## src/rtl/prewitt_vertical_edge_filter_core_defines.svh

```systemverilog
// assertion macros used by the filter core
`ifndef PREWITT_VERTICAL_EDGE_FILTER_CORE_DEFINES_SVH
`define PREWITT_VERTICAL_EDGE_FILTER_CORE_DEFINES_SVH

`ifndef SYNTHESIS
`define PVEF_ASSERT_IMP(lbl, ante, cons, msg) \
  lbl: assert property (@(posedge clk) disable iff (rst) (ante) |-> (cons)) else $error(msg);
`define PVEF_ASSERT_NXT(lbl, ante, cons, msg) \
  lbl: assert property (@(posedge clk) disable iff (rst) (ante) |=> (cons)) else $error(msg);
`else
`define PVEF_ASSERT_IMP(lbl, ante, cons, msg)
`define PVEF_ASSERT_NXT(lbl, ante, cons, msg)
`endif

`endif

```

## src/rtl/pvef_pkg.sv

```systemverilog
`timescale 1ns / 1ps
package pvef_pkg;

  localparam int CH_W       = 8;
  localparam int NUM_CH     = 3;
  localparam int SUM_W      = 10;
  localparam int DIFF_W     = 11;
  localparam int PROD_W     = 20;
  localparam int DIV3_MUL   = 683;
  localparam int DIV3_SHIFT = 11;

  localparam int WIDTH_REG_W  = 11;
  localparam int HEIGHT_REG_W = 13;
  localparam int CFG_DATA_W   = 13;
  localparam int CFG_INDEX_W  = 2;

  localparam int DEF_MAX_WIDTH  = 1024;
  localparam int DEF_MAX_HEIGHT = 4096;
  localparam int DEF_FIFO_DEPTH = 8;

  localparam logic [WIDTH_REG_W-1:0]  WIDTH_RESET  = 11'd640;
  localparam logic [HEIGHT_REG_W-1:0] HEIGHT_RESET = 13'd480;

  typedef enum logic [CFG_INDEX_W-1:0] {
    REG_IMAGE_WIDTH  = 2'd0,
    REG_IMAGE_HEIGHT = 2'd1
  } reg_index_t;

  typedef logic [NUM_CH-1:0][CH_W-1:0] pix_t;

  typedef struct packed {
    logic emit;
    logic frame_end;
  } stage_ctl_t;

  typedef struct packed {
    pix_t mag;
    logic frame_end;
  } res_t;

endpackage

```

## src/rtl/pvef_gradient.sv

```systemverilog
`timescale 1ns / 1ps
module pvef_gradient
  import pvef_pkg::*;
(
  input  logic       clk,
  input  logic       rst,
  input  logic       valid,
  input  stage_ctl_t ctl,
  input  pix_t       top,
  input  pix_t       mid,
  input  pix_t       px,
  output logic       res_valid,
  output res_t       res
);

  logic [NUM_CH-1:0][SUM_W-1:0]         sum_c1;
  logic [NUM_CH-1:0][SUM_W-1:0]         sum_c2;
  logic [NUM_CH-1:0][SUM_W-1:0]         sum_new;
  logic [NUM_CH-1:0][DIFF_W-1:0]        diff_next;
  logic [NUM_CH-1:0][DIFF_W-1:0]        diff;
  logic [NUM_CH-1:0][SUM_W-1:0]         mag;
  logic [NUM_CH-1:0][PROD_W-1:0]        prod;
  logic                                 diff_valid;
  logic                                 diff_fe;
  logic                                 prod_fe;

  // column sums: newest column minus the one two places back
  always_comb begin
    for (int k = 0; k < NUM_CH; k++) begin
      sum_new[k] = SUM_W'(top[k]) + SUM_W'(mid[k]) + SUM_W'(px[k]);
      diff_next[k] = {1'b0, sum_new[k]} - {1'b0, sum_c1[k]};
    end
  end

  always_ff @(posedge clk) begin
    if (rst) begin
      sum_c1 <= '0;
      sum_c2 <= '0;
    end else if (valid) begin
      sum_c1 <= sum_c2;
      sum_c2 <= sum_new;
    end
  end

  always_ff @(posedge clk) begin
    if (rst) begin
      diff_valid <= 1'b0;
      res_valid  <= 1'b0;
    end else begin
      diff_valid <= valid && ctl.emit;
      res_valid  <= diff_valid;
    end
  end

  always_ff @(posedge clk) begin
    diff    <= diff_next;
    diff_fe <= ctl.frame_end;
    for (int k = 0; k < NUM_CH; k++) begin
      prod[k] <= PROD_W'(mag[k]) * PROD_W'(DIV3_MUL);
    end
    prod_fe <= diff_fe;
  end

  // abs, then divide by 3 through the reciprocal multiply
  always_comb begin
    for (int k = 0; k < NUM_CH; k++) begin
      if (diff[k][DIFF_W-1]) begin
        mag[k] = SUM_W'(~diff[k] + DIFF_W'(1));
      end else begin
        mag[k] = diff[k][SUM_W-1:0];
      end
    end
  end

  always_comb begin
    for (int k = 0; k < NUM_CH; k++) begin
      res.mag[k] = prod[k][DIV3_SHIFT +: CH_W];
    end
    res.frame_end = prod_fe;
  end

endmodule

```

## config.mk

```make
export PLATFORM = sky130hd
export DESIGN_NAME = pvef_gradient
export DESIGN_NICKNAME = d
export VERILOG_FILES = /design/src/rtl/prewitt_vertical_edge_filter_core_defines.svh /design/src/rtl/pvef_pkg.sv /design/src/rtl/pvef_gradient.sv
export SDC_FILE = /design/constraint.sdc
export NUM_CORES = 1
export LEC_CHECK = 0
export BUFFER_PORTS_ARGS = -buffer_cell sky130_fd_sc_hd__buf_2
export CAP_MARGIN = 15
export CORE_UTILIZATION = 40
export DETAILED_ROUTE_END_ITERATION = 10
export GPL_TIMING_DRIVEN = 0
export SYNTH_ARGS = -nofsm -noshare
export SYNTH_HDL_FRONTEND = slang
export SYNTH_SLANG_ARGS = --single-unit
```

## constraint.sdc

```tcl
create_clock -name clk -period 5.97 [get_ports clk]
set_input_delay 0 -clock clk [delete_from_list [all_inputs] [get_ports clk]]
set_output_delay 0 -clock clk [all_outputs]
set_load 0.01 [all_outputs]
```

; After elaboration in Yosys (flattened, before gate mapping)
; Cells that the tools add are included.
[totals]
ff_bits = 154
in_bits = 77
out_inout_bits = 26
word_cells = 38
[classes]
addsub = 12
multipliers = 3
muxes = 3
bitwise_logic = 3
reduce_logical = 1
[op_table]
columns = cell, n
row1 = $mul A10 B10 Y19 const B, 3
row2 = $sub A10 B10 Y11, 3
row3 = $add A10 B1 Y10 const B, 3
row4 = $add A9 B8 Y10, 3
row5 = $mux W10, 3
row6 = $not A10 Y10, 3
row7 = $add A8 B8 Y9, 3
row8 = $logic_and A1 B1 Y1, 1

; Depth between registers and ports, before layout
; Gate-level depths: netlist of run 1.
[depth]
depth_word = 4
depth_mapped = 22
mapped_depth_nobuf = 22

; Worst setup path before layout of run 1
; OpenSTA, ideal clock, no wires.
[synth_path]
kind = reg2reg
start = reg diff[0] (netlist bit)
end = reg prod (netlist bit res[8])
setup_ns = 0.121
arrival_ns = 5.370
required_ns = 5.849
path_slack_ns = 0.479
path_stages_with_launch = 22
path_buffers = 0
cell_sequence = dfxtp_1 nor3_1 nand2_1 or3_1 nand2_1 xor2_1 xnor2_1 inv_1 ha_1 fa_1 fa_1 inv_1 fa_1 inv_1 ha_1 a2111oi_0 or2b_1 o32ai_2 nor3_1 a211oi_2 o21bai_1 xnor2_1
[synth_via]
elab_chain_len = 4
[synth_rtl]
columns = item, line
row1 = start: declaration, pvef_gradient.sv:20  ; logic [NUM_CH-1:0][DIFF_W-1:0] diff;
row2 = start signal: assignment, pvef_gradient.sv:56  ; diff <= diff_next;
row3 = $not A10 Y10, pvef_gradient.sv:68  ; mag[k] = SUM_W'(~diff[k] + DIFF_W'(1));
row4 = $add A10 B1 Y10, pvef_gradient.sv:68
row5 = $mux W10 *, pvef_gradient.sv:67  ; if (diff[k][DIFF_W-1]) begin
row6 = $mul A10 B10 Y19 *, pvef_gradient.sv:59  ; prod[k] <= PROD_W'(mag[k]) * PROD_W'(DIV3_MUL);
row7 = end signal: indexed assignment, pvef_gradient.sv:59
row8 = end: declaration, pvef_gradient.sv:22  ; logic [NUM_CH-1:0][PROD_W-1:0] prod;
; Every way passes the cells marked *; elsewhere a longest branch is shown, timed or not.
; A chain may end at the register's enable or synchronous reset.

; Worst setup path after layout of run 1
; Ends and elaborated chain as after synthesis.

==> results of run 1 <==
## registers in the layout, summed over array words and instances, names as in the netlist
signal	cells
prod_fe	1
res	24
diff_valid	1
diff_fe	1
res_valid	1
diff	33
sum_c2	30
sum_c1	30
## worst max-delay path, cell delays in order (launching register included)
cell	delay (ps)
dfxtp_1	370
nor3_1	210
nand2_1	90
or3_1	340
nand2_1	160
xor2_4	220
xnor2_1	200
inv_1	80
ha_1	330
fa_1	470
fa_1	540
inv_1	60
fa_1	530
inv_1	40
ha_1	220
a2111oi_2	400
or2b_1	300
o32ai_2	310
nor3_1	120
a211oi_2	260
o21bai_1	110
xnor2_1	130
## area by class of cell
type	count	area [um^2]
timing repair buffer	108	566
tap	378	473
clock inverter	15	149
sequential	121	2420
multi-input combinational	855	8320
clock buffer	17	425
inverter	184	691
fill	2651	14900
buffer	20	95.1
## cell families (layout without fill, tap and decap cells)
kind of cell,count (synthesis),count (layout),synth area share [%]
AND/OR/NAND/NOR,215,215,9.14
adder cells (fa/ha/maj),314,314,40.0
flip-flops,121,121,21.1
buffers and inverters,204,344,6.85
AO/OA/AOI/OAI,164,164,9.68
multiplexers,55,55,4.87
XOR/XNOR,107,107,8.30
## layout by cell type (no fill, tap or decap), types with 6 or more instances in the layout
master / Yosys / routed
buf_4: 1 / 7
o31ai_1: 10 / 9
nand3_1: 6 / 6
inv_1: 184 / 184
nor2_1: 87 / 87
clkbuf_16: 0 / 17
and3_1: 7 / 7
o21bai_1: 10 / 10
mux2i_1: 52 / 52
ha_1: 226 / 226
inv_6: 0 / 8
nor3_1: 16 / 16
xor2_1: 37 / 35
o21a_1: 7 / 7
dfxtp_1: 121 / 121
a21o_1: 22 / 22
a21oi_1: 48 / 48
nand2_1: 36 / 35
o21ai_0: 27 / 27
clkbuf_1: 12 / 12
xnor2_1: 68 / 68
buf_2: 1 / 101
nor2b_1: 20 / 20
fa_1: 88 / 88
## worst paths after layout
check                           depth (start not counted)          to  startpoint
worst max-delay path                                   21      res[8]     diff[0]
worst min register to register                          0     prod_fe     diff_fe
worst max register to register                         21      res[8]     diff[0]
worst min-delay path                                    3  sum_c2[29]       valid
## per-layer routing
layer  vias up  GRT usage, %  part of all wire (%)
met1      3774          21.3                    51
met3        13          2.49                   2.6
li1       4227             -                     -
met2       104          25.3                    46
met4         0          3.61                  0.87
met5         -             0                     0
## what timing repair did
item,CTS,global route
hold buffers,2,0
setup buffers,0,6
pin swaps,0,2
setup endpoints to repair,3,4
resized for setup,2,7
endpoints found under the hold margin,2,0
## metrics by stage
step,utilization (%),setup slack (ps)
2_1_floorplan,-,479
3_3_place_gp,44.4,-89.4
3_5_place_dp,44.4,-107
4_1_cts,46.6,23.4
5_1_grt,46.9,4.45
6_report,46.9,343
==> flow_summary.rst, run 1 <==
.. list-table::
   :header-rows: 1

   * - Metric
     - Value
   * - Result of the run
     - finished, final reports clean
   * - Largest area contributor in the netlist
     - ha_1
   * - Share of the synthesized area in the top cell type
     - 24.7%
   * - Post-synthesis net count
     - 1571
   * - Gpl congestion
     - 0.807
   * - Final clock skew
     - 13.2 ps
   * - Initial antenna violation count
     - 0
   * - Tcrit/Tclk final
     - 94.3%
   * - Detail-routed net length per standard cell
     - 12.6 um
   * - Top post-synthesis cells by count
     - ha_1 (226), inv_1 (184), dfxtp_1 (121)
   * - Total vias in the final route
     - 8118
   * - Placed instance area
     - 12400 um^2
   * - Die Area
     - 29300 um^2
   * - Post-layout nets
     - 1698
   * - Yosys Warn Count
     - 0
   * - Final count of hold timing violations
     - 0
   * - Final critical delay including setup and external delays
     - 5630 ps
   * - Max-cap violation count
     - 0
   * - Fraction of layout cells with a size suffix above 1
     - 12.3%
   * - Total detailed-routing wirelength
     - 21.5 mm
   * - Vias in the first global route
     - 7895
   * - Number of buffers added by the clock tree synthesis step
     - 17
   * - Core Footprint
     - 28000 um^2
   * - Syn Std Cell Area
     - 11500 um^2
   * - Maximum fanout along the worst path
     - 6
   * - Critical setup path kind
     - reg2reg
   * - Worst min path class
     - in2reg
   * - H-tree Lvls
     - 4
   * - Count of port buffers added during placement
     - 100
   * - Peak Freq
     - 178 MHz
   * - Post-Route Hold Slack
     - 22.1 ps
   * - Post-detailed-placement half-perimeter wirelength
     - 18.2 mm
   * - Area growth from synthesis to final layout
     - 14.6%
   * - Wire length of the first global-routing pass
     - 36.1 mm
   * - Antenna diode instance count
     - 0
   * - RSZ-0062 raised after global routing
     - false
   * - Detail Route Antenna Nets
     - 0
   * - Endpoint required time on the critical path
     - 6270 ps
   * - CTS tree
     - yes
   * - Via count normalized by instance count
     - 4.78
   * - Slew at the pin closest to its max-slew limit
     - 928 ps
   * - Insertion delay to the later sink of the worst-skew pair
     - 420 ps
   * - Worst-path clk slew
     - 70 ps
   * - Num rows
     - 61
   * - Initial cell density of the core
     - 40.9%
   * - Number of storage elements in the synthesis netlist
     - 121
   * - Kind of launch point of the worst setup path
     - flip-flop
   * - Pin count of the biggest net entering global routing
     - 17
   * - Max-slew violations
     - 0
   * - Finished Layout Cells
     - 1698
   * - Gr ovfl total
     - 0
   * - TritonCTS sink count
     - 121
   * - Worst setup slack for register-to-register paths
     - 340 ps
   * - Sequential cell area fraction in the yosys report
     - 21.1%
   * - Drt initial violations
     - 290
   * - Commonest register cell after synthesis
     - dfxtp_1
   * - Library cell with the highest instance count after synthesis
     - ha_1
   * - Buffer type at the clock tree root
     - clkbuf_16
   * - Number of enable-type register cells in the synthesized netlist
     - 0
   * - Number of cells produced by synthesis
     - 1180
   * - Setup crit end kind
     - flip-flop
   * - Count of endpoints failing setup in the final report
     - 0
   * - Total global-route track usage
     - 15.5%
   * - DP Cell Count
     - 1658
   * - Post-route cell area
     - 13100 um^2
   * - 1st-pass router iterations
     - 4
   * - Drt drc
     - 0
   * - Mean Syn Cell Area
     - 9.72 um^2
   * - Total I/O pin count
     - 103
   * - Final total negative setup slack
     - 0 ps
   * - Top cells by area in the synthesized netlist
     - ha_1 (25%), dfxtp_1 (21%), fa_1 (15%)
   * - Async set-reset flop share out of synthesis
     - 0%
   * - X dimension of the die
     - 171 um
   * - Number of different library cells in the post-synthesis netlist
     - 65
   * - Vertical die dimension
     - 171 um
   * - Number of buffers between clock root and the deepest sink
     - 2
   * - Relative slew slack
     - 38.2%
   * - Data arrival time of the worst path
     - 5930 ps
Power of run 1 is left out: the tool's default activity adds up to more than one toggle a clock period on the data nets, which glitch-free logic cannot reach.
==> inputs of run 2 (changes only) <==
--- a/config.mk
+++ b/config.mk
@@ -5,10 +5,10 @@
 export SDC_FILE = /design/constraint.sdc
 export NUM_CORES = 1
 export LEC_CHECK = 0
-export BUFFER_PORTS_ARGS = -buffer_cell sky130_fd_sc_hd__buf_2
 export CAP_MARGIN = 15
 export CORE_UTILIZATION = 40
 export DETAILED_ROUTE_END_ITERATION = 10
+export DONT_BUFFER_PORTS = 1
 export GPL_TIMING_DRIVEN = 0
 export SYNTH_ARGS = -nofsm -noshare
 export SYNTH_HDL_FRONTEND = slang
==> run 2 against run 1 <==
  * Worst hold slack improved by 17 ps
  * Cell count decreased by 5.7%
  * Critical endpoint unchanged
  * Critical path type unchanged
  * Via count decreased by 4.5%
  * Clock skew decreased by 1.5 ps
==> flow_summary.rst, run 2 (same netlist as run 1, synthesis figures left out) <==
.. list-table::
   :header-rows: 1

   * - Metric
     - Value
   * - Gr ovfl total
     - 0
   * - Result of the run
     - finished, final reports clean
   * - Num rows
     - 61
   * - Finished Layout Cells
     - 1601
   * - 1st-pass router iterations
     - 4
   * - Post-layout nets
     - 1601
   * - Most common cell after layout, fill and taps aside
     - ha_1
   * - Drt initial violations
     - 229
   * - Worst min path class
     - in2reg
   * - H-tree Lvls
     - 4
   * - TritonCTS sink count
     - 121
   * - Kind of launch point of the worst setup path
     - flip-flop
   * - Number of buffers between clock root and the deepest sink
     - 2
   * - Data arrival time of the worst path
     - 5920 ps
   * - Post-Route Hold Slack
     - 38.8 ps
   * - Post-detailed-placement half-perimeter wirelength
     - 17.9 mm
   * - Final critical delay including setup and external delays
     - 5620 ps
   * - Total vias in the final route
     - 7753
   * - Final clock skew
     - 11.7 ps
   * - Drt drc
     - 0
   * - Post-route cell area
     - 12700 um^2
   * - Total I/O pin count
     - 103
   * - Vias in the first global route
     - 7627
   * - Peak Freq
     - 178 MHz
   * - Detail-routed net length per standard cell
     - 13.1 um
   * - Initial cell density of the core
     - 40.9%
   * - DP Cell Count
     - 1558
   * - Total detailed-routing wirelength
     - 21.0 mm
   * - Post-place setup slack
     - -134 ps
   * - Pin count of the biggest net entering global routing
     - 17
   * - Registers with the highest flip-flop counts
     - diff (33), sum_c1 (30), sum_c2 (30)
   * - Number of buffers added by the clock tree synthesis step
     - 17
   * - Gpl congestion
     - 0.812
   * - Commonest cells after routing, fill and taps aside
     - ha_1 (226), inv_1 (184), dfxtp_1 (121), fa_1 (88), nor2_1 (87)
   * - Count of fill cells added during filler insertion
     - 2688
   * - Family of cells with the greatest summed delay on the critical path
     - adder cells
   * - Bufs and invs on worst path
     - 3
   * - Detail Route Antenna Nets
     - 0
   * - Tcrit/Tclk final
     - 94.1%
   * - Final WS setup
     - 350 ps
   * - X dimension of the die
     - 171 um
   * - Die Area
     - 29300 um^2
   * - Core Footprint
     - 28000 um^2
   * - Max reg flops
     - 33
   * - Endpoint required time on the critical path
     - 6270 ps
   * - Area growth from synthesis to final layout
     - 10.9%
   * - Setup crit end kind
     - flip-flop
   * - CTS tree
     - yes
   * - Relative slew slack
     - 37.8%
   * - Maximum fanout along the worst path
     - 6
   * - Antenna diode instance count
     - 0
   * - Placed instance area
     - 11900 um^2
   * - Final count of hold timing violations
     - 0
   * - Critical setup path kind
     - reg2reg
   * - Total global-route track usage
     - 15.2%
   * - Vertical die dimension
     - 171 um
   * - Via count normalized by instance count
     - 4.84
   * - Critical path's slowest cell
     - fa_1
   * - Worst-path clk slew
     - 60 ps
   * - Fraction of layout cells with a size suffix above 1
     - 5.15%
   * - Count of endpoints failing setup in the final report
     - 0
   * - Crit path largest cell delay
     - 540 ps
   * - Slew at the pin closest to its max-slew limit
     - 933 ps
   * - Count of port buffers added during placement
     - 0
   * - Initial antenna violation count
     - 0
   * - Wire length of the first global-routing pass
     - 35.6 mm
   * - Most flops, register
     - diff
   * - Cell-by-cell trace of the critical path
     - nor3_1, nand2_1, or3_1, nand2_1, xor2_4, xnor2_1, inv_1, ha_1, fa_1, fa_1, inv_1, fa_1, inv_1, ha_1, a2111oi_2, or2b_1, o32ai_4, nor3_1, a211oi_2, o21bai_1, xnor2_1
   * - Max-cap violation count
     - 0
   * - Buffer type at the clock tree root
     - clkbuf_16
   * - Max-slew violations
     - 0
   * - Insertion delay to the later sink of the worst-skew pair
     - 410 ps
[run 2: area by class of cell]
cell class | instances | area (um^2) | share of cell area [%]
Multi-Input combinational cell | 855 | 8340 | 65.6
Sequential cell | 121 | 2420 | 19.1
Inverter | 184 | 691 | 5.43
Tap cell | 378 | 473 | 3.72
Clock buffer | 18 | 429 | 3.38
Clock inverter | 14 | 161 | 1.27
Timing Repair Buffer | 11 | 97.6 | 0.768
Buffer | 20 | 95.1 | 0.748
[run 2: worst min-delay path, delay by kind of cell]
family        cells  cell delay, ps
mux               1             100
simple gates      1              80
fa+ha+maj         1             230
[run 2: path summary, 6_finish.rpt]
| path | startpoint | endpoint | slack [ps] | depth (start not counted) |
|---|---|---|---|---|
| max | diff[0] | res[8] | 350 | 21 |
| min | px[0] | sum_c2[0] | 40 | 3 |
| max reg2reg | diff[0] | res[8] | 350 | 21 |
| min reg2reg | diff_fe | prod_fe | 340 | 0 |
[run 2: timing repair]
item | CTS | global route
hold buffers | 6 | 0
gates resized for setup | 3 | 10
pin swaps | 0 | 1
setup buffers | 0 | 5
endpoints found under the hold margin | 4 | 0
setup endpoints to repair | 3 | 6
[run 2: stage by stage]
| stage | setup TNS [ps] | utilization (%) |
|---|---|---|
| after floorplan | 0 | - |
| after global placement | -107 | 42.6 |
| after detailed placement | -245 | 42.6 |
| after CTS | 0 | 45.0 |
| after global routing | -63.1 | 45.4 |
| final | 0 | 45.4 |
[run 2: per-layer routing]
layer / vias to the layer above / share of wire (%) / GRT usage (%)
met5: - / 0 / 0
li1: 4018 / - / -
met2: 90 / 45 / 24.7
met4: 0 / 1.1 / 4.08
met3: 14 / 2.1 / 2.00
met1: 3631 / 51 / 21.1
Power of run 2 is left out for the same reason.
==> inputs of run 3 (changes only) <==
==> constraint.sdc (replaced) <==
create_clock -name clk -period 4.6 [get_ports clk]
set_input_delay 0 -clock clk [delete_from_list [all_inputs] [get_ports clk]]
set_output_delay 0 -clock clk [all_outputs]
set_load 0.01 [all_outputs]
==> run 3 against run 2 <==
  * The run now ends with setup timing left
  * Sequential cell count stayed put
  * Non-clock buffer count up 39
  * Final area rose by 9.3%
  * First-iteration DRC count rose by 20%
  * Die area is the same
  * Worst setup slack worse by 790 ps
  * Maximum frequency is 11% higher
  * Sequential share of layout area down 1.5 points
  * Critical path type unchanged
  * Highest routed layer unchanged
==> flow_summary.rst, run 3 (same netlist as run 1, synthesis figures left out) <==
.. list-table::
   :header-rows: 1

   * - Metric
     - Value
   * - RSZ-0062 raised after global routing
     - true
   * - Crit path largest cell delay
     - 520 ps
   * - Peak Freq
     - 198 MHz
   * - Critical path's slowest cell
     - fa_2
   * - 1st-pass router iterations
     - 4
   * - Count of endpoints failing setup in the final report
     - 20
   * - Fraction of layout cells with a size suffix above 1
     - 17.8%
   * - Number of buffers added by the clock tree synthesis step
     - 17
   * - CTS tree
     - yes
   * - Gpl congestion
     - 0.809
   * - Most flops, register
     - diff
   * - Initial antenna violation count
     - 0
   * - Buffer type at the clock tree root
     - clkbuf_16
   * - Data arrival time of the worst path
     - 5360 ps
   * - Commonest cells after routing, fill and taps aside
     - ha_1 (202), inv_1 (169), dfxtp_1 (113), fa_1 (86), nor2_1 (83)
   * - Detail-routed net length per standard cell
     - 14.0 um
   * - Post-layout nets
     - 1640
   * - Die Area
     - 29300 um^2
   * - Total global-route track usage
     - 16.6%
   * - Setup crit end kind
     - flip-flop
   * - Initial cell density of the core
     - 40.9%
   * - Tcrit/Tclk final
     - 110%
   * - Max-slew violations
     - 0
   * - Relative slew slack
     - 38.6%
   * - Count of port buffers added during placement
     - 0
   * - Total vias in the final route
     - 8059
   * - Total I/O pin count
     - 103
   * - Core Footprint
     - 28000 um^2
   * - Drt initial violations
     - 275
   * - Slew at the pin closest to its max-slew limit
     - 922 ps
   * - Gr ovfl total
     - 0
   * - Final clock skew
     - 11.8 ps
   * - Final count of hold timing violations
     - 0
   * - Detail Route Antenna Nets
     - 0
   * - Via count normalized by instance count
     - 4.91
   * - Worst setup slack for register-to-register paths
     - -440 ps
   * - Cell-by-cell trace of the critical path
     - nor3_2, nand2_1, or3_4, nand2_4, xor2_4, xnor2_2, inv_2, ha_4, fa_1, fa_1, inv_1, fa_2, inv_2, ha_4, a2111oi_4, or2b_4, o32ai_4, nor3_2, a211oi_2, o21bai_1, xnor2_1
   * - Result of the run
     - finished with violations
   * - Kind of launch point of the worst setup path
     - flip-flop
   * - Most common cell after layout, fill and taps aside
     - ha_1
   * - Max-cap violation count
     - 0
   * - Worst-path clk slew
     - 70 ps
   * - Final WS setup
     - -443 ps
   * - Maximum fanout along the worst path
     - 4
   * - Number of buffers between clock root and the deepest sink
     - 2
   * - Drt drc
     - 0
   * - Insertion delay to the later sink of the worst-skew pair
     - 420 ps
   * - Max reg flops
     - 33
   * - Registers with the highest flip-flop counts
     - diff (33), sum_c1 (30), sum_c2 (30)
   * - Critical setup path kind
     - reg2reg
   * - Vertical die dimension
     - 171 um
   * - Pin count of the biggest net entering global routing
     - 17
   * - Total detailed-routing wirelength
     - 23.0 mm
   * - Final critical delay including setup and external delays
     - 5040 ps
   * - Endpoint required time on the critical path
     - 4910 ps
   * - Post-detailed-placement half-perimeter wirelength
     - 18.2 mm
   * - Violations in the final reports
     - setup timing
   * - Worst hold path depth
     - 3
   * - Vias in the first global route
     - 8287
   * - Worst min path class
     - in2reg
   * - Post-place setup slack
     - -857 ps
   * - Area growth from synthesis to final layout
     - 21.2%
   * - TritonCTS sink count
     - 121
   * - Wire length of the first global-routing pass
     - 38.7 mm
   * - X dimension of the die
     - 171 um
   * - Antenna diode instance count
     - 0
   * - H-tree Lvls
     - 4
   * - Num rows
     - 61
   * - Worst r2r path cells
     - 21
[run 3: cell count changes in the layout (fill, tap and decap cells not counted), moves of 9 or more]
cell,before,now
inv_2,0,15
ha_1,226,202
xnor2_1,68,53
xnor2_2,1,15
buf_4,6,42
o21ai_0,26,17
ha_4,0,20
inv_1,184,169
a21oi_1,47,38
[run 3: cell type report]
cell class | count | area (um^2)
plain buffers | 19 | 93.8
clock buffers | 18 | 439
clock inverters | 14 | 164
fillers | 2572 | 14100
inverters | 184 | 691
multi-input cells | 855 | 9180
flip-flops and latches | 121 | 2440
well taps | 378 | 473
repair buffers | 51 | 410
[run 3: stage by stage]
step | TNS [ps] | cell area (um^2) | util (%) | instances | hold WS (ps)
after floorplan | -1240 | 11900 | - | 1180 | 27.7
after global placement | -10330 | 12400 | 44.1 | 1558 | 27.8
after detailed placement | -11780 | 12400 | 44.1 | 1558 | 27.9
after CTS | -5110 | 13600 | 48.7 | 1628 | 23.6
after global routing | -8320 | 13900 | 49.6 | 1640 | 70.6
final | -4480 | 13900 | 49.6 | 1640 | 35.0
[run 3: worst paths after layout]
path                            startpoint          to
worst max-delay path               diff[0]      res[8]
worst min-delay path                 valid  sum_c2[29]
worst max register to register     diff[0]      res[8]
worst min register to register     diff_fe     prod_fe
[run 3: critical path: cells and delay by family, from the launching register on]
| family | cells | cell delay, ps |
|---|---|---|
| xor+xnor | 3 | 480 |
| simple gates | 6 | 1100 |
| buf+inv | 3 | 170 |
| compound gates | 4 | 970 |
| fa+ha+maj | 5 | 1880 |
| flops | 1 | 360 |
[run 3: per-layer routing]
| metal | share of wire [%] | GRT usage [%] | vias to the layer above |
|---|---|---|---|
| met2 | 50 | 29.1 | 108 |
| li1 | - | - | 4090 |
| met5 | 0 | 0 | - |
| met4 | 0.91 | 3.77 | 0 |
| met1 | 46 | 21.0 | 3850 |
| met3 | 2.6 | 3.11 | 11 |
[run 3: timing repair]
action                                  4_1_cts  5_1_grt
buffers inserted                             31       12
hold endpoints to repair                      5        0
hold buffers                                  8        0
gates resized for setup                      64       39
endpoints found under the setup margin       24       24
pin swaps                                    42       30
Power of run 3 is left out for the same reason.
