<file path="config.mk">
export PLATFORM = sky130hd
export DESIGN_NAME = pvef_out_fifo_flat
export DESIGN_NICKNAME = d
export VERILOG_FILES = /design/src/rtl/prewitt_vertical_edge_filter_core_defines.svh /design/src/rtl/pvef_pkg.sv /design/src/rtl/pvef_ifs.sv /design/src/rtl/pvef_out_fifo.sv /design/src/flat_wrapper.sv
export SDC_FILE = /design/constraint.sdc
export NUM_CORES = 1
export LEC_CHECK = 0
export BUFFER_PORTS_ARGS = -buffer_cell sky130_fd_sc_hd__buf_2
export CORE_MARGIN = 1.5
export CORE_UTILIZATION = 62
export CTS_BUF_LIST = sky130_fd_sc_hd__clkbuf_4 sky130_fd_sc_hd__clkbuf_8
export DETAILED_ROUTE_END_ITERATION = 6
export GPL_ROUTABILITY_DRIVEN = 1
export PLACE_DENSITY = 0.78
export SLEW_MARGIN = 20
export SYNTH_ARGS = -nofsm -noshare
export SYNTH_HDL_FRONTEND = slang
export SYNTH_SLANG_ARGS = --single-unit
export TNS_END_PERCENT = 5
</file>
<file path="constraint.sdc">
create_clock -name clk -period 3.3 [get_ports clk]
set_clock_uncertainty 0.05 [all_clocks]
set_input_delay 0.165 -clock clk [delete_from_list [all_inputs] [get_ports clk]]
set_output_delay 0.165 -clock clk [all_outputs]
set_load 0.005 [all_outputs]
</file>
<file path="src/rtl/prewitt_vertical_edge_filter_core_defines.svh">
// assertion macros used by the filter core
`ifndef PREWITT_VERTICAL_EDGE_FILTER_CORE_DEFINES_SVH
`define PREWITT_VERTICAL_EDGE_FILTER_CORE_DEFINES_SVH

`ifndef SYNTHESIS
`define PVEF_ASSERT_IMP(lbl, ante, cons, msg) \
  lbl: assert property (@(posedge clk) disable iff (rst) (ante) |-> (cons)) else $error(msg);
`define PVEF_ASSERT_NXT(lbl, ante, cons, msg) \
  lbl: assert property (@(posedge clk) disable iff (rst) (ante) |=> (cons)) else $error(msg);
`else
`define PVEF_ASSERT_IMP(lbl, ante, cons, msg)
`define PVEF_ASSERT_NXT(lbl, ante, cons, msg)
`endif

`endif

</file>
<file path="src/rtl/pvef_pkg.sv">
`timescale 1ns / 1ps
package pvef_pkg;

  localparam int CH_W       = 8;
  localparam int NUM_CH     = 3;
  localparam int SUM_W      = 10;
  localparam int DIFF_W     = 11;
  localparam int PROD_W     = 20;
  localparam int DIV3_MUL   = 683;
  localparam int DIV3_SHIFT = 11;

  localparam int WIDTH_REG_W  = 11;
  localparam int HEIGHT_REG_W = 13;
  localparam int CFG_DATA_W   = 13;
  localparam int CFG_INDEX_W  = 2;

  localparam int DEF_MAX_WIDTH  = 1024;
  localparam int DEF_MAX_HEIGHT = 4096;
  localparam int DEF_FIFO_DEPTH = 8;

  localparam logic [WIDTH_REG_W-1:0]  WIDTH_RESET  = 11'd640;
  localparam logic [HEIGHT_REG_W-1:0] HEIGHT_RESET = 13'd480;

  typedef enum logic [CFG_INDEX_W-1:0] {
    REG_IMAGE_WIDTH  = 2'd0,
    REG_IMAGE_HEIGHT = 2'd1
  } reg_index_t;

  typedef logic [NUM_CH-1:0][CH_W-1:0] pix_t;

  typedef struct packed {
    logic emit;
    logic frame_end;
  } stage_ctl_t;

  typedef struct packed {
    pix_t mag;
    logic frame_end;
  } res_t;

endpackage

</file>
<file path="src/rtl/pvef_ifs.sv">


interface pvef_pix_out_if;
  logic       valid;
  logic       ready;
  logic [7:0] out_red;
  logic [7:0] out_green;
  logic [7:0] out_blue;
  logic       frame_end;

  modport source (output valid, output out_red, output out_green, output out_blue,
                  output frame_end, input ready);
  modport sink (input valid, input out_red, input out_green, input out_blue,
                input frame_end, output ready);
endinterface

</file>
<file path="src/rtl/pvef_out_fifo.sv">
`timescale 1ns / 1ps
module pvef_out_fifo
  import pvef_pkg::*;
#(
  parameter int DEPTH = DEF_FIFO_DEPTH
) (
  input  logic clk,
  input  logic rst,
  input  logic push,
  input  res_t push_data,
  pvef_pix_out_if.source pix_out
);

  localparam int AW = (DEPTH > 1) ? $clog2(DEPTH) : 1;
  localparam int CW = $clog2(DEPTH + 1);

  res_t          mem [DEPTH];
  logic [AW-1:0] wr_ptr;
  logic [AW-1:0] rd_ptr;
  logic [CW-1:0] count;
  logic          pop;

  assign pop = pix_out.valid && pix_out.ready;

  always_ff @(posedge clk) begin
    if (push) begin
      mem[wr_ptr] <= push_data;
    end
  end

  always_ff @(posedge clk) begin
    if (rst) begin
      wr_ptr <= '0;
      rd_ptr <= '0;
      count  <= '0;
    end else begin
      if (push) begin
        wr_ptr <= (wr_ptr == AW'(DEPTH - 1)) ? '0 : wr_ptr + AW'(1);
      end
      if (pop) begin
        rd_ptr <= (rd_ptr == AW'(DEPTH - 1)) ? '0 : rd_ptr + AW'(1);
      end
      count <= count + CW'(push) - CW'(pop);
    end
  end

  assign pix_out.valid     = (count != '0);
  assign pix_out.out_red   = mem[rd_ptr].mag[0];
  assign pix_out.out_green = mem[rd_ptr].mag[1];
  assign pix_out.out_blue  = mem[rd_ptr].mag[2];
  assign pix_out.frame_end = mem[rd_ptr].frame_end;

endmodule

</file>
<file path="src/flat_wrapper.sv">
// flat-port wrapper written by rule: the top's interface ports become plain ports
module pvef_out_fifo_flat import pvef_pkg::*;
#(
  parameter int DEPTH = DEF_FIFO_DEPTH
)
  (clk, rst, push, push_data, pix_out_valid, pix_out_out_red, pix_out_out_green, pix_out_out_blue, pix_out_frame_end, pix_out_ready);
  pvef_pix_out_if pix_out_i ();
  input  logic clk;
  input  logic rst;
  input  logic push;
  input  res_t push_data;
  output wire logic [$bits(pix_out_i.valid)-1:0] pix_out_valid;
  output wire logic [$bits(pix_out_i.out_red)-1:0] pix_out_out_red;
  output wire logic [$bits(pix_out_i.out_green)-1:0] pix_out_out_green;
  output wire logic [$bits(pix_out_i.out_blue)-1:0] pix_out_out_blue;
  output wire logic [$bits(pix_out_i.frame_end)-1:0] pix_out_frame_end;
  input wire logic [$bits(pix_out_i.ready)-1:0] pix_out_ready;
  assign pix_out_valid = pix_out_i.valid;
  assign pix_out_out_red = pix_out_i.out_red;
  assign pix_out_out_green = pix_out_i.out_green;
  assign pix_out_out_blue = pix_out_i.out_blue;
  assign pix_out_frame_end = pix_out_i.frame_end;
  assign pix_out_i.ready = pix_out_ready;
  pvef_out_fifo #(.DEPTH(DEPTH)) u_core (.clk(clk), .rst(rst), .push(push), .push_data(push_data), .pix_out(pix_out_i));
endmodule
</file>
Yosys cells after proc, flatten, opt, wreduce, memory -nomap -nowiden
Memory sizes are Yosys's and may differ from the RTL's. A register that Yosys moved wholly into a read port is not among the register bits.
Cells that the tools add are included.
{"block": "totals", "input_bits": 29, "ff_bits": 10, "wordCells": 18, "out_inout_bits": 26, "n_memories": 1, "ram_bits": 200}
{"memory": "u_core.mem", "words": 8, "word_bits": 25, "rd": 1, "rd_ports_with_merged_regs": 1, "write_ports": 1, "line": "pvef_out_fifo.sv:17", "text": "res_t mem [DEPTH];"}
{"block": "op_classes", "reduce_logical": 2, "n_eq_ne": 2, "n_addsub": 4, "mux": 6}
{"cell": "$mux 3", "n": 4}
{"cell": "$add 3x1->3 const B", "n": 2}
{"cell": "$eq 3x3->1 const B", "n": 2}
{"cell": "$add 4x1->4", "n": 1}
{"cell": "$reduce_bool 4->1", "n": 1}
{"cell": "$sub 4x1->4", "n": 1}
{"cell": "$mux 1", "n": 2}
{"cell": "$logic_and 1x1->1", "n": 1}

Depth between registers and ports, before layout
Gate-level depths: netlist of run 1.
{"block": "logic_depth", "word_depth": 4, "mapped_depth": 10, "depth_no_buf": 10}

Least setup slack after synthesis of run 1
No wires, ideal clock.
{"block": "synth_timing", "kind": "register to register", "from": "reg u_core.wr_ptr[2]", "to": "mem u_core.mem[0][0] (netlist name), enable pin", "stages_incl_launch_ff": 3, "t_arrival_ps": 2237, "required_ps": 2812, "path_slack_ps": 575, "setup_ps": 438, "path_buffers": 0, "path_cell_list": "dfxtp_1 > nand2b_1 > nor3_1"}
{"element": "start: declaration", "line": "pvef_out_fifo.sv:18", "text": "logic [AW-1:0] wr_ptr;"}
{"element": "start signal: assignment", "line": "pvef_out_fifo.sv:38", "text": "wr_ptr <= (wr_ptr == AW'(DEPTH - 1)) ? '0 : wr_ptr + AW'(1);"}
{"element": "end: declaration", "line": "pvef_out_fifo.sv:17"}
No word-level cell before the write port.

==> results by group, run 1 <==
Worst setup path
  • Reg2Reg Setup Slack: 0.90 ns
  • FF-to-FF path depth: 10
  • Critical path arrival: 2.26 ns
  • Reg2reg start: u_core.count[2]
  • R2R Path End: u_core.count[2]
  • Critical-path top delay cell: mux4_1
  • Worst EP required: 3.08 ns
  • Crit path cell chain: buf_12 -> mux4_1 -> mux2_2 -> buf_2
  • Critical path class: reg2out
  • CP max FO: 50
  • Crit. End Element: output pin
  • Slowest cell delay on critical path: 0.63 ns
  • Critical Path End: pix_out_out_red[1]
  • Worst setup SP type: flip-flop

CTS
  • Num Clock Sinks: 213
  • Cts-stage hold buffer count: 28
  • Root Driver: clkbuf_8
  • CTS max path bufs: 3
  • Post-CTS setup repair buffer count: 0
  • CTS Buf Count: 31
  • Worst-Skew Late Latency: 0.54 ns
  • Post-CTS resize count: 0
  • CTS tree: built
  • Clock Pin Slew Worst Setup and Hold Paths: 0.06 ns
  • Htree depth: 1

Detailed routing
  • Drt first pass iters: 4
  • Via Count: 3,868
  • Drt via density: 5.76
  • WL/cell: 21.4 µm
  • Iter 0 DRT Violations: 320
  • DR DRC count: 0
  • Remaining antenna violation count: 0
  • DRT Wirelength: 14.4 mm

Timing
  • Final min period: 2.48 ns
  • Fin Setup TNS: 0 ns
  • Final number of setup-violating endpoints: 0
  • Worst slew margin: 37.3%
  • Fin crit share: 75.1%
  • Peak Freq: 403 MHz
  • Max-slew violation count: 0
  • Worst-Margin Slew: 0.940 ns
  • Final Hold Fails: 0
  • RSZ-0062 raised after global routing: no

Hold path
  • Worst hold path class: in2reg
  • HP Start: push_data[6]

Layout
  • Layout cells sized above 1: 29.0%
  • Fin area: 9810 µm²
  • Nets: 518
  • Non-Filler Instances: 672
  • ANT cells: 0
  • P&R area growth vs syn: 17.3%

Synthesis
  • Synthesized area: 8360 µm²
  • Avg Cell Area, Syn: 22.9 µm²
  • Post-synthesis cell count: 365
  • Netlist cell types: 24
  • FFs w/ async S/R, synth: 0%
  • Yosys reg bits: 213
  • Predominant post-synthesis flop cell: edfxtp_1
  • Number of flops mapped to enable cells by yosys: 200
  • Yosys warning count: 0
  • Register area share after synthesis: 75.0%
  • Post-Syn Nets: 403

Job
  • Max-cap violations: 0

Outcome
  • Status: complete, no violations

Floorplanning
  • Full die area: 14,200 µm²
  • Die X: 119 µm
  • Initial Util: 63.4%
  • Core Footprint: 13,200 µm²
  • Die Height: 119 µm
  • Row cnt: 42
  • I/O Pins: 55

Placed design
  • Placed cell count: 595
  • Hpwl dp: 8.22 mm
  • Final GP Congestion: 0.688
  • I/O Buffers: 54
  • Area post-placement: 8960 µm²

Global routing
  • Antenna violations before repair: 0
  • Gr ovfl total: 0
  • Vias in the first global route: 4,155
  • First-pass GRT wire length: 22.3 mm
  • Largest net degree at the start of global routing: 51
  • GRT Overall Usage: 21.1%

Pwr
  • Total chip power: 5820 µW
  • Leak: 0.00333 µW
  • Pwr Density: 594 nW/µm²
  • Worst IR Drop VDD: 422 µV
per-stage QoR:
step	setup WS [ns]	util, %	hold slack (ns)
floorplan	0.575	-	0.187
global placement	1.09	68.0	0.374
detailed placement	0.943	68.0	0.383
CTS	0.764	74.3	0.348
global route	0.646	74.3	0.368
finish	0.821	74.3	0.373
worst min path at each step:
stage | slack (ns) | to | depth (start not counted)
detailed placement | 0.38 | u_core.mem[2][19] | 1
floorplan | 0.19 | u_core.count[0] | 1
global placement | 0.37 | u_core.mem[0][24] | 1
CTS | 0.35 | u_core.mem[2][21] | 2
finish | 0.37 | u_core.mem[5][6] | 2
global route | 0.37 | u_core.mem[3][1] | 2
synth_stat cells (2+ instances only):
library cell / count / area share [%]
inv_1: 6 / 0.27
nand2_1: 2 / 0.090
mux2_2: 25 / 3.4
buf_6: 6 / 0.81
edfxtp_1: 200 / 72
nor3_1: 2 / 0.12
nor2_1: 11 / 0.49
nand3_1: 4 / 0.24
mux2i_1: 2 / 0.24
ha_1: 8 / 1.2
dfxtp_1: 13 / 3.1
nand2b_1: 5 / 0.37
buf_1: 7 / 0.31
clkbuf_1: 3 / 0.13
a21oi_1: 9 / 0.54
o21ai_0: 4 / 0.24
mux4_1: 50 / 16
nor2b_1: 2 / 0.15
critical path, delay by kind of cell (launching register included):
kind / cells / cell delay (ns)
buffers and inverters: 2 / 0.44
multiplexers: 2 / 0.91
flip-flops: 1 / 0.34
registers in the layout (all words and copies together), names as in the netlist, named ones only:
signal,count
u_core.mem,200
u_core.count,4
u_core.rd_ptr,3
u_core.wr_ptr,3
cells by family (layout without fill, tap and decap cells):
family | Yosys count | after routing | synth area share (%)
xor+xnor | 1 | 1 | 0.105
simple gates | 29 | 29 | 1.74
buf+inv | 22 | 153 | 1.53
flops | 213 | 213 | 75.0
compound gates | 14 | 14 | 0.883
mux | 77 | 77 | 19.3
fa+ha+maj | 9 | 9 | 1.44
area by class of cell:
cell class,count,area [µm²]
inverter,6,22.5
timing repair buffer,98,746
fill,752,3380
clock inverter,15,111
clock buffer,34,449
tap,176,220
sequential,213,6270
multi-input combinational,130,1990
where the power goes:
part           internal (µW)  total, µW  switching (µW)  leakage, µW
Combinational            434        787             354      0.00112
Clock                   1050       1930             885     0.000290
Sequential              3040       3100            56.4      0.00192
per-layer routing:
metal / wire, µm / global-route usage (%) / vias up
met5: 0 / 0 / -
met4: 183 / 5.42 / 0
met3: 1040 / 4.17 / 21
met2: 7470 / 37.0 / 121
met1: 5660 / 27.4 / 1936
li1: - / - / 1790
cell usage in the layout (no fill, tap or decap):
cell type and instances:
edfxtp_1 200, buf_2 54, mux4_1 50, clkbuf_8 31, dlygate4sd3_1 28, mux2_2 25, dfxtp_1 11, clkinv_1 11
buf_4 10, a21oi_1 9, ha_1 8, inv_1 6, nor2_2 6, buf_12 6, nand2b_1 5, nor2_1 5
nand3_1 4, o21ai_0 4, clkbuf_4 3, nand2_1 2, nor3_2 2, nor2b_1 2, mux2i_1 2, dfxtp_2 2
clkinv_2 2, bufinv_16 2, nor3b_1 1, or4_1 1, nand3b_1 1, xnor2_1 1, a31o_2 1, fa_1 1
No activity file was read; power rests on OpenSTA's default activity.
==> run 2, diff against run 1 <==
- clock period: 3.3 -> 2.6 ns (I/O delays scaled with it)
==> run 2 against run 1 <==
  * Sequential cell count unchanged
  * Final area rose by 0.94%
  * Clock power rose by 34%
  * Via count increased by 0.67%
  * Count of clock-buffer cells in the layout increased by 12
==> results by group, run 2 (same netlist as run 1, synthesis figures left out) <==
Global routing
  • First-pass GRT wire length: 22.1 mm (was 22.3 mm)
  • Largest net degree at the start of global routing: 31 (was 51)
  • Gr ovfl total: 0 (unchanged)
  • Vias in the first global route: 4,153 (was 4,155)
  • GRT Overall Usage: 21.0% (was 21.1%)
  • Antenna violations before repair: 0 (unchanged)

Floorplanning
  • Die Height: 119 µm (unchanged)
  • Core Footprint: 13,200 µm² (unchanged)
  • Initial Util: 63.4% (unchanged)
  • Die X: 119 µm (unchanged)
  • I/O Pins: 55 (unchanged)
  • Full die area: 14,200 µm² (unchanged)
  • Row cnt: 42 (unchanged)

Layout
  • Most common cell after layout, fill and taps aside: edfxtp_1 (unchanged)
  • P&R area growth vs syn: 18.4% (was 17.3%)
  • Max reg flops: 200 (unchanged)
  • Non-Filler Instances: 679 (was 672)
  • Most flop-heavy register: u_core.mem (unchanged)
  • Final core utilization: 75.0% (was 74.3%)
  • ANT cells: 0 (unchanged)
  • Biggest registers after layout: u_core.mem x200, u_core.count x4 (unchanged)
  • Layout cells sized above 1: 31.2% (was 29.0%)
  • Nets: 518 (unchanged)
  • Most frequent cells in the layout: 200 x edfxtp_1, 54 x buf_2, 50 x mux4_1, 33 x clkbuf_8, 29 x dlygate4sd3_1 (was 200 x edfxtp_1, 54 x buf_2, 50 x mux4_1, 31 x clkbuf_8, 28 x dlygate4sd3_1)
  • FILL cells: 707 (was 752)

Timing
  • RSZ-0062 raised after global routing: no (unchanged)
  • Worst slew margin: 63.4% (was 37.3%)
  • Final worst slack: 0.124 ns (was 0.821 ns)
  • Worst-Margin Slew: 0.549 ns (was 0.940 ns)
  • Peak Freq: 404 MHz
  • Final number of setup-violating endpoints: 0 (unchanged)
  • Max-slew violation count: 0 (unchanged)
  • Final min period: 2.48 ns
  • Hold slack: 0.340 ns (was 0.373 ns)
  • Final Hold Fails: 0 (unchanged)
  • Fin crit share: 95.2%

CTS
  • Root Driver: clkbuf_8 (unchanged)
  • Htree depth: 1 (unchanged)
  • Clock Pin Slew Worst Setup and Hold Paths: 0.06 ns (about the same)
  • CTS max path bufs: 3 (unchanged)
  • Worst-Skew Late Latency: 0.54 ns (about the same)
  • Post-CTS setup repair buffer count: 0 (unchanged)
  • CTS Buf Count: 31 (unchanged)
  • Num Clock Sinks: 213 (unchanged)
  • CTS tree: built (unchanged)

Detailed routing
  • Drt via density: 5.73 (was 5.76)
  • DRT Wirelength: 14.2 mm (was 14.4 mm)
  • WL/cell: 20.9 µm (was 21.4 µm)
  • DR DRC count: 0 (unchanged)
  • Remaining antenna violation count: 0 (unchanged)
  • Iter 0 DRT Violations: 276 (was 320)
  • Via Count: 3,894 (was 3,868)
  • Drt first pass iters: 4 (unchanged)

Placed design
  • Hpwl dp: 8.30 mm (was 8.22 mm)
  • Place WS: 0.227 ns (was 0.943 ns)
  • Final GP Congestion: 0.699 (was 0.688)
  • Placed cell count: 594 (was 595)
  • I/O Buffers: 54 (unchanged)

Pwr
  • Worst IR Drop VDD: 473 µV (was 422 µV)
  • Leak: 0.00338 µW (was 0.00333 µW)
  • Part of the power in registers: 52.0% (was 53.3%)
  • P_int: 5860 µW (was 4530 µW)
  • Total chip power: 7520 µW (was 5820 µW)
  • Switch Pwr: 1660 µW (was 1290 µW)
  • Comb power frac: 13.7% (was 13.5%)
  • Sw Share: 22.0% (was 22.2%)
  • Pwr Density: 760 nW/µm² (was 594 nW/µm²)
  • Clock power share: 34.3% (was 33.2%)

Worst setup path
  • Worst EP required: 2.42 ns (was 3.08 ns)
  • Crit. End Element: output pin (unchanged)
  • Worst setup SP type: flip-flop (unchanged)
  • Critical path arrival: 2.30 ns (was 2.26 ns)
  • CP max FO: 22 (was 50)
  • Critical path class: reg2out (unchanged)

Hold path
  • Worst hold path class: in2reg (unchanged)

Outcome
  • Status: complete, no violations (unchanged)

Job
  • Max-cap violations: 0 (unchanged)
## run 2: changes by cell type in the layout (fill, tap and decap cells not counted), moves of 2 or more
cell	change
clkbuf_8	+2
clkinv_1	-6
buf_4	-3
clkbuf_4	+10
## run 2: critical path, stage by stage (launching register included)
cell and delay, ns:
dfxtp_2 0.35, buf_4 0.35, mux4_1 0.62, mux2_2 0.31
buf_2 0.13
## run 2: worst paths after layout
path / to / depth (start not counted) / slack [ns] / start
worst max-delay path: pix_out_out_blue[2] / 4 / 0.12 / flip-flop
worst max register to register: u_core.count[2] / 10 / 0.38 / u_core.count[2]
worst min register to register: u_core.rd_ptr[2] / 2 / 0.49 / u_core.rd_ptr[2]
worst min-delay path: u_core.mem[0][11] / 2 / 0.34 / push_data[11]
## run 2: metal layers
metal	GRT usage [%]	part of all wire [%]	up-vias
li1	-	-	1801
met1	28.3	43	1973
met2	36.2	51	94
met3	3.30	4.5	26
met4	5.80	1.7	0
met5	0	0	-
## run 2: cell type report
cell class / instances / area (µm²) / share of cell area, %
sequential: 213 / 6270 / 63.3
multi-input combinational: 130 / 2000 / 20.2
timing repair buffer: 98 / 764 / 7.72
clock buffer: 46 / 552 / 5.57
tap: 176 / 220 / 2.22
clock inverter: 10 / 71.3 / 0.721
inverter: 6 / 22.5 / 0.228
## run 2: what timing repair did
item	CTS	global route
resized for setup	0	2
setup endpoints to repair	0	7
hold endpoints to repair	213	0
hold buffers	29	0
## run 2: power by group through the flow
stage                     clock [µW]  sequential (µW)  combinational [µW]
after floorplan                    0             3960                 679
after global placement             0             3970                 964
after detailed placement           0             3980                 996
after CTS                       2640             3910                1030
after global routing            2800             3920                1120
final                           2580             3910                1030
## run 2: metrics by stage
step,TNS [ns],cell area (µm²)
after global routing,0,9900
after global placement,0,8980
after floorplan,-1.75,8360
after CTS,0,9890
final,0,9900
after detailed placement,0,8980
==> run 3, diff against run 2 <==
- CORE_UTILIZATION: 62 -> 65
- PLACE_DENSITY: 0.78 -> 0.82
- clock period: 2.6 -> 2.92 ns (I/O delays scaled with it)
==> run 3 against run 2 <==
  * Count of clock-buffer cells in the layout rose by 2
  * Final cell count fell by 0.15%
  * Setup slack improved by 0.32 ns
  * Largest cell class unchanged
==> results by group, run 3 (same netlist as run 1, synthesis figures left out) <==
Outcome
  • Status: complete, no violations (unchanged)

Pwr
  • Part of the power in registers: 51.1% (was 52.0%)
  • Sw Share: 22.1% (was 22.0%)
  • Comb power frac: 13.5% (was 13.7%)
  • Switch Pwr: 1500 µW (was 1660 µW)
  • Leak: 0.00340 µW (was 0.00338 µW)
  • Clock power share: 35.4% (was 34.3%)
  • P_int: 5300 µW (was 5860 µW)
  • Pwr Density: 689 nW/µm² (was 760 nW/µm²)
  • Worst IR Drop VDD: 506 µV (was 473 µV)

Layout
  • Nets: 526 (was 518)
  • Multi-input logic area: 1990 µm² (was 2000 µm²)
  • Most frequent cells in the layout: 200 x edfxtp_1, 54 x buf_2, 50 x mux4_1, 37 x clkbuf_8, 29 x dlygate4sd3_1 (was 200 x edfxtp_1, 54 x buf_2, 50 x mux4_1, 33 x clkbuf_8, 29 x dlygate4sd3_1)
  • Final core utilization: 78.6% (was 75.0%)
  • Biggest registers after layout: u_core.mem x200, u_core.count x4 (unchanged)
  • Max reg flops: 200 (unchanged)
  • P&R area growth vs syn: 18.2% (was 18.4%)
  • Fin area: 9870 µm² (was 9900 µm²)
  • Most flop-heavy register: u_core.mem (unchanged)
  • Most common cell after layout, fill and taps aside: edfxtp_1 (unchanged)
  • Layout cells sized above 1: 31.6% (was 31.2%)
  • ANT cells: 0 (unchanged)
  • FILL cells: 622 (was 707)
  • Register area: 6270 µm² (unchanged)

Floorplanning
  • Die Height: 116 µm (was 119 µm)
  • I/O Pins: 55 (unchanged)
  • Die X: 116 µm (was 119 µm)
  • Core Footprint: 12,600 µm² (was 13,200 µm²)
  • Row cnt: 41 (was 42)
  • Full die area: 13,500 µm² (was 14,200 µm²)
  • Initial Util: 66.5% (was 63.4%)

Hold path
  • Worst Hold End: u_core.mem[3][18] (was u_core.mem[0][11])
  • Worst hold path class: in2reg (unchanged)
  • HP Start: push_data[18] (was push_data[11])
  • Hold Path Depth: 2 (unchanged)

Timing
  • Final worst slack: 0.449 ns (was 0.124 ns)
  • Peak Freq: 405 MHz
  • Max-slew violation count: 0 (unchanged)
  • Worst-Margin Slew: 0.745 ns (was 0.549 ns)
  • Final min period: 2.47 ns
  • Worst slew margin: 50.3% (was 63.4%)
  • Hold slack: 0.415 ns (was 0.340 ns)
  • Final Hold Fails: 0 (unchanged)
  • RSZ-0062 raised after global routing: no (unchanged)
  • Final number of setup-violating endpoints: 0 (unchanged)
  • Fin Setup TNS: 0 ns (unchanged)
  • Fin crit share: 84.6%

Detailed routing
  • DR DRC count: 0 (unchanged)
  • WL/cell: 22.3 µm (was 20.9 µm)
  • Via Count: 4,094 (was 3,894)
  • DRT Wirelength: 15.1 mm (was 14.2 mm)
  • Drt via density: 6.04 (was 5.73)
  • Drt first pass iters: 4 (unchanged)
  • Remaining antenna violation count: 0 (unchanged)
  • Iter 0 DRT Violations: 264 (was 276)

Global routing
  • Largest net degree at the start of global routing: 51 (was 31)
  • Antenna violations before repair: 0 (unchanged)
  • First-pass GRT wire length: 22.9 mm (was 22.1 mm)
  • Vias in the first global route: 4,240 (was 4,153)
  • Gr ovfl total: 0 (unchanged)
  • GRT Overall Usage: 23.6% (was 21.0%)

Worst setup path
  • R2R Path End: u_core.count[2] (unchanged)
  • Slowest cell delay on critical path: 0.65 ns (was 0.62 ns)
  • Critical path arrival: 2.28 ns (was 2.30 ns)
  • Worst EP required: 2.72 ns (was 2.42 ns)
  • Crit path depth: 4 (unchanged)
  • Worst setup SP type: flip-flop (unchanged)
  • CP max FO: 24 (was 22)
  • FF-to-FF path depth: 10 (unchanged)
  • WP buf/inv: 2 (unchanged)
  • Reg2Reg Setup Slack: 0.53 ns (was 0.38 ns)
  • Reg2reg start: u_core.count[2] (unchanged)
  • Crit. End Element: output pin (unchanged)
  • Critical-path top delay cell: mux4_1 (unchanged)
  • Crit path max-delay family: multiplexers (unchanged)
  • Critical path class: reg2out (unchanged)
  • Crit path cell chain: buf_4 -> mux4_1 -> mux2_2 -> buf_2 (unchanged)

CTS
  • Worst-Skew Late Latency: 0.48 ns (was 0.54 ns)
  • CTS Buf Count: 34 (was 31)
  • CTS max path bufs: 3 (unchanged)
  • Htree depth: 2 (was 1)
  • Clock Pin Slew Worst Setup and Hold Paths: 0.06 ns (about the same)
  • Post-CTS resize count: 0 (unchanged)
  • CTS tree: built (unchanged)
  • Root Driver: clkbuf_8 (unchanged)
  • Num Clock Sinks: 213 (unchanged)

Placed design
  • Area post-placement: 8940 µm² (was 8980 µm²)
  • Final GP Congestion: 0.749 (was 0.699)
  • Place WS: 0.578 ns (was 0.227 ns)
  • Hpwl dp: 8.63 mm (was 8.30 mm)
  • I/O Buffers: 54 (unchanged)

Job
  • Max-cap violations: 0 (unchanged)
==> run 3: changes by cell type in the layout (fill, tap and decap cells not counted), sizes merged <==
| cell | delta |
|---|---|
| buf | +5 |
| clkbuf | +2 |
| clkinv | -4 |
==> run 3: layout make-up <==
type                    instances  area share, %
clock buffers                  48           5.99
clock inverters                 6          0.532
inverters                       6          0.228
multi-input cells             130           20.1
flip-flops and latches        213           63.5
well taps                     172           2.18
repair buffers                103           7.45
==> run 3: per-stage QoR <==
stage	power (µW)	std cells
4_1_cts	6870	678
3_3_place_gp	4380	595
5_1_grt	7080	678
6_report	6800	678
3_5_place_dp	4430	595
2_1_floorplan	4130	365
==> run 3: timing repair <==
action	4_1_cts	5_1_grt
hold buffers	29	0
hold endpoints to repair	212	0
buffers inserted	0	0
==> run 3: how the worst max path moves through the flow <==
stage / from / endpoint
finish: flip-flop / pix_out_out_blue[3]
global route: u_core.count[2] / u_core.count[2]
CTS: flip-flop / pix_out_out_blue[3]
detailed placement: u_core.count[2] / u_core.count[2]
global placement: u_core.count[2] / u_core.count[2]
floorplan: u_core.wr_ptr[2] / u_core.mem[0][0]
==> run 3: power groups by stage <==
stage	clock network [µW]	registers (µW)	logic, µW
2_1_floorplan	0	3530	604
3_3_place_gp	0	3530	850
3_5_place_dp	0	3540	888
4_1_cts	2470	3480	924
5_1_grt	2590	3480	1000
6_report	2410	3480	917
==> run 3: routing by layer <==
metal  routed length, µm  track usage (%)  up-vias
li1                    -                -     1817
met1                6140             30.5     2131
met2                8000             41.3      121
met3                 765             4.67       25
met4                 228             7.40        0
met5                   0                0        -
==> run 3: worst register-to-register path: stages, from the launching register on <==
cell,delay [ns]
dfxtp_1,0.30
inv_1,0.08
ha_1,0.14
nor3b_1,0.42
inv_1,0.17
nand3_1,0.18
o21ai_0,0.12
ha_1,0.23
fa_1,0.38
xnor2_1,0.16
nor2_1,0.05
